[config.mk]
export PLATFORM = sky130hd
export DESIGN_NAME = psfh_front
export DESIGN_NICKNAME = d
export VERILOG_FILES = /design/src/hdl/psfh_pkg.sv /design/src/hdl/psfh_front.sv
export SDC_FILE = /design/constraint.sdc
export NUM_CORES = 2
export LEC_CHECK = 0
export ABC_AREA = 0
export BUFFER_PORTS_ARGS = -buffer_cell sky130_fd_sc_hd__buf_2
export CORE_UTILIZATION = 65
export CTS_BUF_LIST = sky130_fd_sc_hd__clkbuf_2
export DETAILED_ROUTE_END_ITERATION = 10
export GPL_TIMING_DRIVEN = 0
export PLACE_DENSITY = 0.94
export SETUP_SLACK_MARGIN = 0.15
export SYNTH_ARGS = -nofsm -noshare
export SYNTH_HDL_FRONTEND = slang
export SYNTH_SLANG_ARGS = --single-unit
[constraint.sdc]
create_clock -name clk -period 10.24 [get_ports clk]
set_input_delay 0.512 -clock clk [delete_from_list [all_inputs] [get_ports clk]]
set_output_delay 0.512 -clock clk [all_outputs]
set_load 0.005 [all_outputs]
[src/hdl/psfh_pkg.sv]
package psfh_pkg;

  localparam int SPECTRA_BINS_DEF = 64;
  localparam int FLOW_BINS_DEF    = 32;

  localparam logic [15:0] SPEC_W_RST = 16'd410;
  localparam logic [15:0] FLOW_W_RST = 16'd819;

  localparam int SQ_W = 47;
  localparam int PT_W = 24;

  typedef enum logic {
    CFG_SPEC_W = 1'b0,
    CFG_FLOW_W = 1'b1
  } cfg_idx_t;

  typedef enum logic [1:0] {
    CLS_PION = 2'd0,
    CLS_KAON = 2'd1,
    CLS_NUC  = 2'd2,
    CLS_NONE = 2'd3
  } cls_t;

  typedef enum logic {
    OP_ACC  = 1'b0,
    OP_READ = 1'b1
  } op_t;

  typedef struct packed {
    op_t             op;
    cls_t            cls;
    logic [SQ_W-1:0] xx;
    logic [SQ_W-1:0] yy;
    logic [1:0]      rsp;
    logic [5:0]      rbin;
  } qword_t;

  typedef struct packed {
    logic clearing;
  } back_stat_t;

  function automatic logic [SQ_W:0] win_lo_sq(input cls_t c);
    logic [SQ_W:0] r;
    if (c == CLS_NUC) r = 48'd4194304;
    else              r = 48'd670761;
    return r;
  endfunction

  function automatic logic [SQ_W:0] win_hi_sq(input cls_t c);
    logic [SQ_W:0] r;
    if (c == CLS_NUC) r = 48'd104857600;
    else              r = 48'd67108864;
    return r;
  endfunction

endpackage

[src/hdl/psfh_front.sv]
module psfh_front (
  input  logic                  clk,
  input  logic                  rst_n,
  input  logic                  accept,
  input  logic                  in_operation,
  input  logic signed [23:0]    in_species_code,
  input  logic signed [23:0]    in_mom_x,
  input  logic signed [23:0]    in_mom_y,
  input  logic [1:0]            in_read_species,
  input  logic [5:0]            in_read_bin,
  input  logic                  q_full,
  output logic                  q_push,
  output psfh_pkg::qword_t      q_word,
  output logic                  front_busy
);

  typedef enum logic [1:0] {F_IDLE, F_SQX, F_SQY, F_PUSH} fstate_t;

  fstate_t            state_r;
  psfh_pkg::qword_t   word_r;
  logic signed [23:0] mx_r, my_r;
  logic signed [47:0] prod;
  psfh_pkg::cls_t     cls;

  always_comb begin
    if (in_species_code == 24'sd211 || in_species_code == -24'sd211)
      cls = psfh_pkg::CLS_PION;
    else if (in_species_code == 24'sd321 || in_species_code == -24'sd321)
      cls = psfh_pkg::CLS_KAON;
    else if (in_species_code == 24'sd2112 || in_species_code == -24'sd2112 ||
             in_species_code == 24'sd2212 || in_species_code == -24'sd2212)
      cls = psfh_pkg::CLS_NUC;
    else
      cls = psfh_pkg::CLS_NONE;
  end

  assign prod       = (state_r == F_SQX) ? mx_r * mx_r : my_r * my_r;
  assign q_push     = (state_r == F_PUSH) && !q_full;
  assign q_word     = word_r;
  assign front_busy = (state_r != F_IDLE);

  always_ff @(posedge clk) begin
    if (!rst_n) begin
      state_r <= F_IDLE;
    end else begin
      case (state_r)
        F_IDLE: begin
          if (accept) begin
            word_r.op   <= psfh_pkg::op_t'(in_operation);
            word_r.cls  <= cls;
            word_r.rsp  <= in_read_species;
            word_r.rbin <= in_read_bin;
            mx_r        <= in_mom_x;
            my_r        <= in_mom_y;
            state_r     <= F_SQX;
          end
        end
        F_SQX: begin
          word_r.xx <= prod[psfh_pkg::SQ_W-1:0];
          state_r   <= F_SQY;
        end
        F_SQY: begin
          word_r.yy <= prod[psfh_pkg::SQ_W-1:0];
          state_r   <= F_PUSH;
        end
        F_PUSH: begin
          if (!q_full) state_r <= F_IDLE;
        end
        default: state_r <= F_IDLE;
      endcase
    end
  end

endmodule

==> summary.txt <==
initial core utilization: 65.7%
Post-Place Setup Slack: 1.09 ns
NumNets Final: 6101
Avg Inst Size Synth: 10.0 um^2
ys async rst share: 0%
first-pass GRT wire length: 187 mm
synthesized cell area: 43200 um^2
Seq cells post-synth: 153
I/O Buffers: 189
failing checks: DRC
gr usage total: 37.3%
cell total after placement: 5366
met1 Use GR: 44.7%
GR Util met2: 59.1%
outcome: finished, violations left
commonest non-fill, non-tap cell in the layout: inv_1
CP arrival: 10.48 ns
number of synthesized flops with an enable pin: 151
DRT antenna net count: 0
final period utilization: 93.6%
f_max: 0.104 GHz
Setup crit start kind: flop
CP max stage cell: fa_1
commonest cells after routing, fill and taps aside: inv_1, fa_1, nand2_1
vias in the first global route: 36100
Max clock buf depth: 2
Max Cap Violations: 0
crit-path cells: clkbuf_1 > clkbuf_1 > nand2_1 > inv_1 > fa_1 > fa_1 > inv_1 > fa_1 > inv_1 > fa_1 > fa_1 > fa_1 > fa_1 > ha_1 > and3_1 > nand2_1 > or3_1 > a311o_1 > nand2_1 > o21ai_1 > mux2i_1 > o221a_1
Setup Fix Bufs, Post-CTS: 0
Seq/Total Area, Yosys: 10.6%
GP Congestion: 1.05
final std cells w/o fill: 5516
Worst Reg-to-Reg Cells: 22
htree depth: 4
Crit Path Category: flop to flop
vias per cell: 5.85
largest net degree at the start of global routing: 36
crit path max fanout: 10
met3 GRT Util: 11.8%
Die Height: 260 um
top_reg_cell synth: edfxtp_1
setup TNS: 0 ns
overflow left after global routing: 0
Routed WL: 119 mm
Synth Warn #: 0
fraction of layout cells with a size suffix above 1: 5.88%
worst hold-check path type: input port to flop
row cnt: 94
final-report max-slew violation count: 0
WL/cell: 21.5 um
clock-pin slew on the worst setup and hold paths: 0.37 ns
unrepaired setup endpoints after global routing: false
Final WS setup: 0.660 ns
DIE AREA: 67500 um^2
Worst path top cell family by delay: adder cells
initial antenna violation count: 9
post-route cell area: 46700 um^2
Worst path depth: 22
TritonCTS buffer count: 17
Buf/Inv on CP: 5
post-synthesis cell count: 4309
global routing's busiest layer: met2
Tmin final: 9.58 ns
CTS Sinks: 153
Required @ worst endpoint: 11.14 ns
Post-DP HPWL: 97.6 mm
DRC: 2
clk_skew: 0.113 ns
DR iter-0 viols: 3301
Slew headroom: 17.2%
clock latency at the later pin of the worst-skew pair: 1.21 ns
Synth cell types: 90
CTS tree: built
clk root buf: clkbuf_2
placement-stage cell area: 45300 um^2
Fin. Hold Viols: 0
Worst Setup End Kind: flop
Most common cell on crit path: fa_1
Core Region: 65700 um^2
Pre-antenna DRT Iters: 10
slowest stage delay, CP: 0.92 ns
Setup-failing EPs final: 0
Area Overhead vs Synth: 8.11%
Worst Max-Slew Pin Slew: 1.23 ns
Hold Path Depth: 2
die width: 260 um
number of I/O pins: 192
Vias: 32200
## cells in the mapped netlist, drive strengths merged (13+ instances only)
cell type / number / area, um^2
a21o: 49 / 368
a21oi: 86 / 438
a31oi: 13 / 87.6
and2: 208 / 1300
and3: 15 / 95.1
buf: 14 / 80.1
clkbuf: 111 / 420
edfxtp: 151 / 4530
fa: 1094 / 21900
ha: 290 / 3630
inv: 1329 / 4990
mux2i: 15 / 150
nand2: 416 / 1560
nand2b: 18 / 113
nand3: 21 / 105
nand4: 15 / 93.8
nor2: 73 / 274
nor2b: 46 / 288
nor3: 20 / 105
o211ai: 15 / 113
o21ai: 59 / 307
xnor2: 73 / 639
xor2: 47 / 412
## registers in the layout, summed over array words and instances (netlist names)
signal	flops
my_r	24
q_word	103
mx_r	24
state_r	2
## per-stage QoR
step,hold slack (ns),util [%]
finish,0.0611,71.0
global placement,0.546,68.8
global route,0.0536,71.0
floorplan,0.527,-
CTS,0.00151,71.0
detailed placement,0.561,68.9
## layer usage
layer  routed length [um]  share of wire [%]
met1                39100                 33
met2                55700                 47
met3                15300                 13
met4                 8510                7.2
met5                   70              0.059
## final timing paths
check | startpoint | endpoint | slack (ns)
worst max-delay path | my_r[23] | q_word[54] | 0.66
worst min-delay path | in_mom_x[16] | mx_r[16] | 0.06
worst max register to register | my_r[23] | q_word[54] | 0.66
worst min register to register | state_r[1] | state_r[1] | 0.60
## area by class of cell
class | instances | area [um^2]
antenna | 7 | 17.5
buffer | 125 | 500
clock buffer | 18 | 90.1
clock inverter | 14 | 179
fill | 4390 | 19100
inverter | 1329 | 4990
multi-input combinational | 2703 | 33100
sequential | 153 | 4570
tap | 864 | 1080
timing repair buffer | 303 | 2120
## cells by family after synthesis
| logic type | count (synthesis) | synth area share [%] |
|---|---|---|
| buffers and inverters | 1454 | 12.7 |
| adder cells (fa/ha/maj) | 1384 | 59.1 |
| AND/OR/NAND/NOR | 873 | 9.86 |
| AO/OA/AOI/OAI | 305 | 4.81 |
| flip-flops | 153 | 10.6 |
| XOR/XNOR | 120 | 2.43 |
| multiplexers | 19 | 0.452 |
| other | 1 | 0.00869 |
## repair_timing
action / in CTS / in global routing
hold buffers: 111 / 0
resized for setup: 0 / 0
setup endpoints to repair: 0 / 0
endpoints found under the hold margin: 110 / 0
Power is not shown: default switching activity piles up to over one toggle a cycle in this logic, so the estimate is an artifact.
