File: src/hdl/psfh_pkg.sv
package psfh_pkg;

  localparam int SPECTRA_BINS_DEF = 64;
  localparam int FLOW_BINS_DEF    = 32;

  localparam logic [15:0] SPEC_W_RST = 16'd410;
  localparam logic [15:0] FLOW_W_RST = 16'd819;

  localparam int SQ_W = 47;
  localparam int PT_W = 24;

  typedef enum logic {
    CFG_SPEC_W = 1'b0,
    CFG_FLOW_W = 1'b1
  } cfg_idx_t;

  typedef enum logic [1:0] {
    CLS_PION = 2'd0,
    CLS_KAON = 2'd1,
    CLS_NUC  = 2'd2,
    CLS_NONE = 2'd3
  } cls_t;

  typedef enum logic {
    OP_ACC  = 1'b0,
    OP_READ = 1'b1
  } op_t;

  typedef struct packed {
    op_t             op;
    cls_t            cls;
    logic [SQ_W-1:0] xx;
    logic [SQ_W-1:0] yy;
    logic [1:0]      rsp;
    logic [5:0]      rbin;
  } qword_t;

  typedef struct packed {
    logic clearing;
  } back_stat_t;

  function automatic logic [SQ_W:0] win_lo_sq(input cls_t c);
    logic [SQ_W:0] r;
    if (c == CLS_NUC) r = 48'd4194304;
    else              r = 48'd670761;
    return r;
  endfunction

  function automatic logic [SQ_W:0] win_hi_sq(input cls_t c);
    logic [SQ_W:0] r;
    if (c == CLS_NUC) r = 48'd104857600;
    else              r = 48'd67108864;
    return r;
  endfunction

endpackage

File: src/hdl/psfh_queue.sv
module psfh_queue (
  input  logic             clk,
  input  logic             rst_n,
  input  logic             push,
  input  psfh_pkg::qword_t push_word,
  input  logic             pop,
  output logic             full,
  output logic             valid,
  output psfh_pkg::qword_t pop_word
);

  psfh_pkg::qword_t ent_r [2];
  logic             wp_r, rp_r;
  logic [1:0]       cnt_r;

  assign full     = (cnt_r == 2'd2);
  assign valid    = (cnt_r != 2'd0);
  assign pop_word = ent_r[rp_r];

  always_ff @(posedge clk) begin
    if (push) ent_r[wp_r] <= push_word;
  end

  always_ff @(posedge clk) begin
    if (!rst_n) begin
      wp_r  <= 1'b0;
      rp_r  <= 1'b0;
      cnt_r <= 2'd0;
    end else begin
      if (push) wp_r <= ~wp_r;
      if (pop)  rp_r <= ~rp_r;
      if (push && !pop)      cnt_r <= cnt_r + 2'd1;
      else if (pop && !push) cnt_r <= cnt_r - 2'd1;
    end
  end

endmodule

File: config.mk
export PLATFORM = sky130hd
export DESIGN_NAME = psfh_queue
export DESIGN_NICKNAME = d
export VERILOG_FILES = /design/src/hdl/psfh_pkg.sv /design/src/hdl/psfh_queue.sv
export SDC_FILE = /design/constraint.sdc
export NUM_CORES = 1
export LEC_CHECK = 0
export ABC_AREA = 1
export BUFFER_PORTS_ARGS = -buffer_cell sky130_fd_sc_hd__buf_2
export CAP_MARGIN = 20
export CELL_PAD_IN_SITES_DETAIL_PLACEMENT = 2
export CELL_PAD_IN_SITES_GLOBAL_PLACEMENT = 2
export CORE_UTILIZATION = 40
export CTS_BUF_LIST = sky130_fd_sc_hd__clkbuf_8
export CTS_CLUSTER_DIAMETER = 50
export DETAILED_ROUTE_END_ITERATION = 7
export GPL_ROUTABILITY_DRIVEN = 0
export PLACE_DENSITY_LB_ADDON = 0.1
export SYNTH_ARGS = -nofsm -noshare
export SYNTH_HDL_FRONTEND = slang
export SYNTH_SLANG_ARGS = --single-unit
File: constraint.sdc
create_clock -name clk -period 6.6 [get_ports clk]
set_clock_uncertainty 0.15 [all_clocks]
set_input_delay 0.66 -clock clk [delete_from_list [all_inputs] [get_ports clk]]
set_output_delay 0.66 -clock clk [all_outputs]
set_load 0.005 [all_outputs]
==> results of run 1 <==
[synthesized netlist by cell type, drive strengths merged]
cell type	count
edfxtp	210
buf	12
nand3	1
a21oi	1
o21ai	1
mux2	105
nor2	8
inv	8
dfxtp	5
ha	1
nand4	1
nand2	9
[final cells by class]
class | count | area share [%]
Sequential cell | 215 | 63.58
Tap cell | 265 | 3.289
Inverter | 8 | 0.3227
Clock inverter | 26 | 1.539
Antenna cell | 3 | 0.07446
Timing Repair Buffer | 219 | 10.97
Clock buffer | 41 | 5.597
Multi-Input combinational cell | 127 | 14.63
[power groups by stage]
stage	logic (mW)	registers [mW]	clock network (mW)
2_1_floorplan	0.156	1.63	0
3_3_place_gp	0.254	1.64	0
3_5_place_dp	0.267	1.65	0
4_1_cts	0.268	1.62	1.21
5_1_grt	0.284	1.62	1.27
6_report	0.260	1.62	1.17
[routing by layer]
layer | vias to the layer above | routed length (microns) | GRT usage, %
met5 | - | 40 | 0
met4 | 6 | 294 | 6.495
met3 | 31 | 1426 | 6.231
met2 | 164 | 9698 | 32.44
met1 | 2060 | 6628 | 18.92
li1 | 1923 | - | -
[path summary, 6_finish.rpt]
path	slack, ns	endpoint	depth (start not counted)
hold reg to reg	0.40	rp_r	2
setup / recovery	2.98	pop_word[4]	3
hold / removal	0.18	ent_r[1][92]	1
setup reg to reg	4.20	ent_r[1][39]	3
[cell families (layout without fill, tap and decap cells)]
family / count (synthesis) / after routing / share of synthesized area (%)
adder cells (fa/ha/maj): 1 / 1 / 0.1553
other: 0 / 3 / 0
multiplexers: 105 / 105 / 17.01
AND/OR/NAND/NOR: 19 / 19 / 0.9319
flip-flops: 215 / 215 / 79.53
buffers and inverters: 20 / 294 / 2.252
AO/OA/AOI/OAI: 2 / 2 / 0.1241
[stage by stage]
step	setup WS, ns	cell area [sq um]	std cells	hold WS [ns]
after floorplan	0.7829	8055	362	0.3135
after global placement	3.473	9355	834	0.3258
after detailed placement	3.413	9355	834	0.3832
after CTS	2.843	10070	901	0.1366
after global routing	2.776	10070	901	0.1483
final	2.984	10080	904	0.1797
[registers in the layout (all words and copies together) (netlist names), named ones only]
name and count:
rp_r 1, cnt_r 2, wp_r 1, ent_r 210
[layout by cell type, fill, tap and decap left out]
cell / instances
edfxtp_1: 210
diode_2: 3
clkinv_1: 9
mux2_4: 50
nand3_1: 1
buf_2: 215
mux2_2: 55
bufinv_16: 2
nand4_1: 1
o21ai_0: 1
dfxtp_4: 1
nor2_1: 7
clkbuf_8: 41
a21oi_1: 1
nor2_4: 1
ha_1: 1
buf_4: 4
clkinv_2: 4
inv_1: 18
inv_4: 1
dfxtp_1: 4
nand2_1: 9
==> results by stage, run 1 <==
Synthesis:
- The number of warnings reported in the yosys synthesis log is 0.
- After synthesis, the cell types taking the most area are edfxtp_1 (78%), mux2_4 (9.3%), mux2_2 (7.7%), buf_12 (1.2%), dfxtp_1 (1.2%).
- The cell accounting for the most synthesized area is edfxtp_1.
- Counting distinct cell types in the post-synthesis netlist gives 16.
- The net count after synthesis is 472.
- Synthesis inferred 215 register bits.
- Synthesis produced roughly 360 cells.
- The mapped netlist covers 8055 sq um.
- The portion of the post-synthesis area used by sequential elements is between 70% and 80%.
- In this run the mean area of a mapped cell was around 22 sq um.
- The top-area cell type share of the netlist area is between 70 and 80%.

Clock tree:
- TritonCTS created 38 clock buffers.
- The post-cts gate resize count is 0.
- After clock tree synthesis, the clock-pin slew on the worst setup and hold paths is ~0.070 ns.
- At the later pin of the worst-skew pair, clock insertion delay measures slightly above 0.5 ns.
- The clock tree root buffer cell is clkbuf_8.
- The post-CTS setup-driven buffer insertion count is 0.
- The buffer depth of the longest clock path is 3.
- The total clock sinks is between 200 and 250.
- The clock tree from TritonCTS is built.
- CTS built an H-tree with a depth of 2.
- Hold repair after CTS inserted 0 buffers.

Critical path:
- STA classifies the critical path startpoint as a flip-flop.
- STA puts the critical path data arrival time at ~2.8 ns.
- The largest incremental delay on the critical path is 0.93 ns.
- The largest individual stage delay along the critical path comes from the cell dfxtp_4.
- The data required time of the worst path is around 5.8 ns.
- Of all nets on the critical path, the largest fanout is 58.
- The signal on the critical path passes through buf_4 -> mux2_2 -> buf_2.
- On the critical path the largest part of the delay comes from flip-flops.
- The nature of the critical path endpoint is an output pin.
- The number of buffers and inverters on the critical path is 2.
- The critical path is of the reg2out type.
- The worst register-to-register path begins at wp_r.

Min path:
- The worst hold path startpoint is push_word[92].
- The path class of the tightest hold or removal check is in2reg.

Routing:
- The residual antenna-violating net count after detailed routing is 0.
- The total detailed-routing wirelength is 18090 microns.
- Dividing the detail-routed wire length by the instance count gives between 20 and 25 microns.
- In the routed layout, each cell is associated on average with a via count of between 4 and 5.
- The via count is 4184.
- In this run, the number of DRC markers left after iteration 0 of detailed routing was 167.
- The iteration count of the initial detailed-routing pass is 4.
- The total DRC errors in the routed layout is 0.

STA:
- The final-report max-slew violation count came to 0.
- The smallest clock period supported by the final layout is computed as approximately 3.6 ns.
- The total negative setup slack is 0 ns.
- Setup repair after global routing left no endpoint under its margin.
- The post-route clock period utilization is 54.79%.
- At the pin with the least slew margin, the transition time is 0.9176 ns.
- Static timing analysis puts the maximum clock frequency at between 200 and 300 MHz.
- The number of hold violations in the final report is 0.
- The worst pin sits at a relative slew slack of 38.83%.
- The number of setup violations in the final report is 0.

Finish:
- The layout cell share with drive strength beyond 1 is 58.81%.
- Summing all multi-input logic gate instances after layout gives around 1500 sq um.
- Once layout is complete, the utilization of the core stands at just over 50%.
- The area taken by flip-flops and latches is ~6400 sq um.
- The area added between synthesis and finish is 25.16%.
- The net count reported at finish is between 700 and 800.
- The number of fillers in the final layout is 1795.

Status:
- The run finished with clean final reports.

Pwr:
- The switching fraction of total power is roughly 22%.
- The net switching component of the power is 0.6728 mW.
- For this design the ratio of total power to cell area is between 300 and 400 nW/um^2.
- For this design the static power due to leakage is 3.970 nW.
- Sequential cells account for ~53% of the total power.
- Cell internal power was estimated by the tool at 2.370 mW.
- The clock network burns a little under two fifths of the power.
- The highest ir drop seen on vdd is roughly 180 uV.
- The design draws 3.043 mW.
- Combinational logic is responsible for roughly 8.5% of the overall power.

Die:
- The die covers 20710 sq um.
- Measured along the y axis, the die boundary spans between 100 and 150 microns.
- In this run the horizontal extent of the chip is about 140 microns.
- The total number of placement rows is 51.
- The starting density of the core is 41.12%.
- The area of the core region is roughly 20000 sq um.
- The number of I/O pins is 216.

GRT:
- The number of global-route vias before repair is ~4800.
- The final global-route overflow total is 0.
- The wire length of the first global-routing pass is 26810 microns.
- The initial antenna violation count was 7.
- The total routing usage reported by global routing is around 18%.
- The pin count of the biggest net entering global routing is slightly above 60.

Job:
- The total of max-cap violations is 0.

Placement:
- The quantity of I/O buffers inserted on ports is 215.
- The sum of net half-perimeters after detailed placement is 12120 microns.
(Power assumes the default switching activity.)
==> run 2: changes to the inputs <==
- ABC_AREA: 1 -> 0
- clock period: 6.6 -> 3.5 ns (I/O delays scaled with it)
==> results by stage, run 2 <==
Synthesis:
- The post-synthesis cell type count is 19 (+3).
- The count of state elements after synthesis is 215 (unchanged).
- The portion of the post-synthesis area used by sequential elements is 79.61% (+0.087 points).
- After synthesis, the cell types taking the most area are edfxtp_1 (78%), mux2_4 (9.3%), mux2_2 (7.7%), buf_12 (1.2%), dfxtp_1 (1.2%).
- The number of warnings reported in the yosys synthesis log is 0 (unchanged).
- The fraction of registers with async set/reset is 0% (unchanged).
- The number of enable flip-flop cells after synthesis came to 210 (unchanged).
- The synthesized area per cell is 23.06 sq um (+3.6%).
- The top-area cell type share of the netlist area is 78.37% (+0.085 points).
- The cell area after synthesis came to 8046 sq um (-0.11%).
- The net count after synthesis came to 459 (-2.8%).
- The top flip-flop cell by instance count after synthesis is edfxtp_1.
- The number of instances in the synthesized netlist is 349 (-3.6%).
- The most instantiated library cell after synthesis is edfxtp_1.
- The biggest area contributor in the post-synthesis netlist is edfxtp_1.
- By count the netlist is led by edfxtp_1 (210), mux2_2 (55), mux2_4 (50).

Die:
- The area of the die is 20690 sq um (-0.11%).
- The area of the core region was 19590 sq um (unchanged).
- The width of the die came to 143.8 microns (about the same).
- The die outline height came to 143.8 microns (about the same).
- The starting density of the core is 41.07% (-0.045 points).
- The number of I/O pins was 216 (unchanged).
- The total number of placement rows is 51 (unchanged).

STA:
- After layout, the worst path uses between 70% and 80% of the clock period.
- The total negative setup slack was 0 ns (unchanged).
- The measured slew at the worst slew-check pin is 0.8036 ns (-0.1140 ns).
- The number of hold violations in the final report came to 0 (unchanged).
- The final hold slack is 0.04902 ns (-0.1307 ns).
- For this run, the top clock speed supported by timing is 363.1 MHz.
- The number of setup violations in the final report is 0 (unchanged).
- The final-report max-slew violation count is 0 (unchanged).
- The slack of the critical path is 0.7458 ns (-2.238 ns).
- The normalized max-slew margin is 46.43% (+7.6 points).
- Subtracting the final worst setup slack from the clock period gives roughly 2.8 ns.
- Setup repair after global routing left no endpoint under its margin.

Pwr:
- The internal power summed over all cells is 4.450 mW (+88%).
- The highest ir drop seen on vdd was 325.7 uV (+79%).
- The switching fraction of total power is 23.61% (+1.5 points).
- The combinational fraction of design power is 11.7% (+3.2 points).
- The net switching component of the power is 1.376 mW (+100%).
- The total power draw is 5.826 mW (+91%).
- The part of the total power dissipated in sequential elements is 52.2% (-0.9 points).
- The clock share of power is 36.1% (-2.3 points).
- The power per cell area was 524.5 nW/um^2 (+74%).
- The leakage power figure is 4.390 nW (+11%).

Status:
- The run finished with clean final reports.

Routing:
- The via count was 4656 (+11%).
- The residual antenna-violating net count after detailed routing is 0 (unchanged).
- The total DRC errors in the routed layout came to 0 (unchanged).
- The iteration count of the initial detailed-routing pass came to 4 (unchanged).
- The total detailed-routing wirelength came to 21830 microns (+21%).
- The vias per cell is 4.689 (+1.3%).
- The first-iteration detailed-routing DRC count is 144 (-14%).
- The average detailed-routed wire length per instance is 21.98 microns (+9.9%).

Placement:
- The total cell area at the placement stage is 9387 sq um (+0.33%).
- The sum of net half-perimeters after detailed placement came to 12520 microns (+3.2%).
- The worst slack at placement is 1.272 ns (-2.141 ns).
- The total placed cells including tap cells was 823 (-1.3%).
- The quantity of I/O buffers inserted on ports came to 215 (unchanged).

Critical path:
- The number of buffers and inverters on the critical path is 2 (unchanged).
- Walking the worst path, the cells encountered are buf_12 -> mux2_2 -> buf_2.
- The worst endpoint data arrival time is 2.25 ns (-0.56 ns).
- The maximum fanout along the worst path is 55 (-5.2%).
- The family with the most delay on the worst path is flip-flops.
- STA classifies the critical path endpoint as an output pin.
- The setup path with the least slack is of type reg2out.
- The data required time of the worst path came to 3.00 ns (-2.79 ns).
- The slowest stage of the critical path is the dfxtp_4 cell.
- STA classifies the critical path startpoint as a flip-flop.
- The largest incremental delay on the critical path was 0.72 ns (-0.21 ns).

Finish:
- The number of standard cells in the final layout excluding fillers was 993 (+9.8%).
- The area added between synthesis and finish is 38.05%.
- The number of flip-flops in the largest register is 210 (unchanged).
- The share of the core filled with cells is 56.70% (+5.2 points).
- The layout cell share with drive strength beyond 1 is 51.31% (-7.5 points).
- The register with the highest flop count is ent_r.
- The most common cell after layout, fill and taps aside is buf_2.
- The net count reported at finish was 814 (+13%).
- The largest registers in the layout are ent_r x210, cnt_r x2.
- The cell area after layout is 11110 sq um (+10%).
- In the layout the commonest cells are buf_2 (215), edfxtp_1 (210), dlygate4sd3_1 (106).

Clock tree:
- The clock-pin transition on the worst setup and hold timing paths was 0.06 ns (about the same).
- The post-CTS setup-driven buffer insertion count is 0 (unchanged).
- The buffer depth of the longest clock path came to 3 (unchanged).
- TritonCTS built the clock tree.
- The total clock sinks came to 215 (unchanged).
- The tree is rooted in a clkbuf_8.
- The later-pin clock latency in the skew report is 0.52 ns (about the same).
- The number of buffers created by CTS is 38 (unchanged).
- The number of levels the H-tree was split into is 2 (unchanged).

Job:
- The total of max-cap violations is 0 (unchanged).

GRT:
- The wire length of the first global-routing pass is 31600 microns (+18%).
- The initial antenna violation count is 1 (-6).
- The total routing usage reported by global routing is 21.24% (+3.4 points).
- The final global-route overflow total was 0 (unchanged).
- The number of global-route vias before repair is 5387 (+12%).
- The pin count of the biggest net entering global routing came to 58 (-6.5%).

Min path:
- The class of the tightest hold or removal check is in2reg.
-- run 2: changes by cell type in the layout (fill, tap and decap cells not counted), moves of 3 or more --
cell           delta
clkinv_2          -3
and2_1            +3
nand2_1           -9
nor2_1            -7
dlygate4sd3_1   +106
clkinv_1          -7
-- run 2: cell families (layout without fill, tap and decap cells) --
group,after synthesis,count (layout),synth area share (%)
DFF,215,215,79.61
muxes,105,105,17.03
buffers and inverters,13,391,1.928
and+or+nand+nor,9,9,0.6998
AOI/OAI and AO/OA,3,3,0.2488
xor gates and xnor gates,3,3,0.3266
adders and majority gates,1,1,0.1555
other,0,1,0
-- run 2: metal layers --
metal	vias up	share of wire, %	track usage (%)
met5	-	0	0
met4	0	2.0	7.279
met3	38	6.6	6.098
met2	169	56	40.76
met1	2345	35	21.70
li1	2104	-	-
-- run 2: layout make-up --
type | count | area (sq um)
Antenna cell | 1 | 2.502
Fill cell | 1711 | 8482
Clock buffer | 42 | 578.1
Timing Repair Buffer | 327 | 2207
Sequential cell | 215 | 6410
Tap cell | 265 | 331.6
Clock inverter | 21 | 80.08
Multi-Input combinational cell | 121 | 1495
Inverter | 1 | 3.754
-- run 2: path summary, 6_finish.rpt --
| check | to | slack [ns] | depth (start not counted) | start |
|---|---|---|---|---|
| setup / recovery | pop_word[46] | 0.75 | 3 | flip-flop |
| hold / removal | flip-flop | 0.05 | 3 | pop |
| setup reg to reg | ent_r[1][8] | 1.50 | 2 | wp_r |
| hold reg to reg | flip-flop | 0.42 | 2 | rp_r |
-- run 2: power by group through the flow --
| stage | Clock (mW) | Sequential, mW | Combinational (mW) |
|---|---|---|---|
| detailed placement | 0 | 3.09 | 0.579 |
| finish | 2.11 | 3.04 | 0.681 |
| global route | 2.28 | 3.05 | 0.733 |
| floorplan | 0 | 3.06 | 0.343 |
| global placement | 0 | 3.08 | 0.555 |
| CTS | 2.12 | 3.04 | 0.678 |
-- run 2: what timing repair did --
action	4_1_cts	5_1_grt
hold buffers	106	0
gates resized for setup	0	0
endpoints found under the hold margin	215	0
-- run 2: worst min-delay path, stage by stage --
cell and delay (ns):
buf_2 0.11, xor2_1 0.08, and2_1 0.15
==> run 3: changes to the inputs <==
- CORE_UTILIZATION: 40 -> 36
- clock period: 3.5 -> 2.4 ns (I/O delays scaled with it)
==> results by stage, run 3 (synthesis gave the netlist of run 2 again) <==
Critical path:
- STA classifies the critical path startpoint as a flip-flop.
- The kind of critical path is reg2out.
- The maximum fanout along the worst path came to 25 (-55%).
- The nature of the critical path endpoint is an output pin.
- The data required time of the worst path is 2.01 ns (-0.99 ns).
- The worst endpoint data arrival time is 1.73 ns (-0.52 ns).

Die:
- The area of the die is 22950 sq um (+11%).
- The width of the die is 151.5 microns (+5.3%).
- The die outline height is 151.5 microns (+5.3%).
- The number of I/O pins is 216 (unchanged).
- The total number of placement rows is 54 (+5.9%).
- The starting density of the core is 36.76% (-4.3 points).
- The area of the core region is 21890 sq um (+12%).

Routing:
- The via count came to 4584 (-1.5%).
- The vias per cell is 4.530 (-3.4%).
- The iteration count of the initial detailed-routing pass came to 4 (unchanged).
- The first-iteration detailed-routing DRC count was 163 (+13%).
- The average detailed-routed wire length per instance is 18.54 microns (-16%).
- The total detailed-routing wirelength is 18770 microns (-14%).
- The residual antenna-violating net count after detailed routing is 0 (unchanged).
- The total DRC errors in the routed layout came to 0 (unchanged).

STA:
- The post-route clock period utilization is 88.50%.
- The slack of the critical path is 0.2760 ns (-0.4698 ns).
- Setup repair after global routing left no endpoint under its margin.
- The maximum clock rate is approximately 470 MHz.
- The measured slew at the worst slew-check pin was 0.6496 ns (-0.1540 ns).
- The number of hold violations in the final report was 0 (unchanged).
- The final-report max-slew violation count was 0 (unchanged).
- The post-route minimum period is approximately 2.1 ns.
- The final hold slack came to 0.1302 ns (+0.08115 ns).
- The number of setup violations in the final report came to 0 (unchanged).
- The normalized max-slew margin is 56.69% (+10 points).

Clock tree:
- The number of levels the H-tree was split into is 2 (unchanged).
- The clock-pin transition on the worst setup and hold timing paths is 0.06 ns (about the same).
- The cell sitting at the root of the clock tree is a clkbuf_8.
- The post-cts gate resize count came to 0 (unchanged).
- The later-pin clock latency in the skew report is 0.51 ns (about the same).
- TritonCTS built the clock tree.
- The buffer depth of the longest clock path was 3 (unchanged).
- The total clock sinks is 215 (unchanged).
- The number of buffers created by CTS was 39 (+2.6%).

GRT:
- The wire length of the first global-routing pass is 27700 microns (-12%).
- The final global-route overflow total came to 0 (unchanged).
- The total routing usage reported by global routing came to 16.14% (-5.1 points).
- The pin count of the biggest net entering global routing was 61 (+5.2%).
- The initial antenna violation count came to 0 (-1).
- The number of global-route vias before repair is 5128 (-4.8%).

Pwr:
- The power per cell area is 746.5 nW/um^2 (+42%).
- The highest ir drop seen on vdd is 449.9 uV (+38%).
- The leakage power figure is 4.401 nW (+0.26%).

Finish:
- The layout cell share with drive strength beyond 1 was 51.64% (+0.33 points).
- The library cell used most frequently in the layout, excluding fill and tap cells, is buf_2.
- The area growth from synthesis to layout is 39.42%.
- The largest registers in the layout are ent_r x210, cnt_r x2.
- The register with the most flip-flops in the final layout is ent_r.
- The top cell types in the final layout, fill and taps aside, are buf_2 (215), edfxtp_1 (210), dlygate4sd3_1 (108).
- The diode insertion count for antenna repair is 0 (-1).
- The net count reported at finish is 822 (+0.98%).
- The number of flip-flops in the largest register is 210 (unchanged).

Placement:
- The worst slack at placement is 0.5985 ns (-0.6738 ns).
- The quantity of I/O buffers inserted on ports is 215 (unchanged).
- The sum of net half-perimeters after detailed placement is 11470 microns (-8.4%).

Min path:
- The class of the tightest hold or removal check is in2reg.

Status:
- The run finished with clean final reports.

Job:
- The total of max-cap violations is 0 (unchanged).
## run 3: changes by cell type in the layout (fill, tap and decap cells not counted), sizes merged
cell,delta
clkinvlp,+1
diode,-1
clkbuf,-1
buf,+5
clkinv,+5
inv,-7
dlygate4sd3,+2
## run 3: final timing paths
path	start	endpoint	slack (ns)	cells after the start
setup / recovery	flip-flop	pop_word[20]	0.28	3
hold / removal	push	cnt_r[1]	0.13	4
setup reg to reg	wp_r	wp_r	0.66	4
hold reg to reg	cnt_r[1]	cnt_r[1]	0.39	2
## run 3: repair_timing
item	in CTS	in global routing
setup endpoints to repair	0	30
hold endpoints to repair	215	0
hold buffers	108	0
buffers inserted	0	3
## run 3: stage by stage
step / std cells / setup TNS (ns) / total power [mW] / util, % / instance area [sq um]
global route: 1012 / 0 / 8.770 / 51.25 / 11220
global placement: 840 / 0 / 5.323 / 43.27 / 9472
floorplan: 349 / -6.058 / 4.959 / - / 8056
finish: 1012 / 0 / 8.375 / 51.25 / 11220
detailed placement: 840 / 0 / 5.362 / 43.27 / 9472
CTS: 1009 / 0 / 8.519 / 51.14 / 11200
## run 3: final cells by class
class                   count  area (sq um)
clock buffers              41         564.3
clock inverters            20         78.83
fillers                  2030         10670
inverters                   1         3.754
multi-input cells         121          1495
flip-flops and latches    215          6411
well taps                 280         350.3
repair buffers            334          2315
## run 3: critical path, stage by stage (launching register included)
cell	delay, ns
dfxtp_4	0.42
buf_12	0.23
mux2_2	0.40
buf_2	0.14
## run 3: metal layers
layer | track usage [%] | part of all wire (%)
met2 | 29.29 | 53
met1 | 18.07 | 39
met5 | 0 | 0
met4 | 5.594 | 2.0
met3 | 4.491 | 6.6
## run 3: power by group
group	switching (mW)	internal [mW]	leakage, nW
clock network	1.40	1.55	0.366
registers	0.0566	4.34	2.01
logic	0.434	0.587	2.02
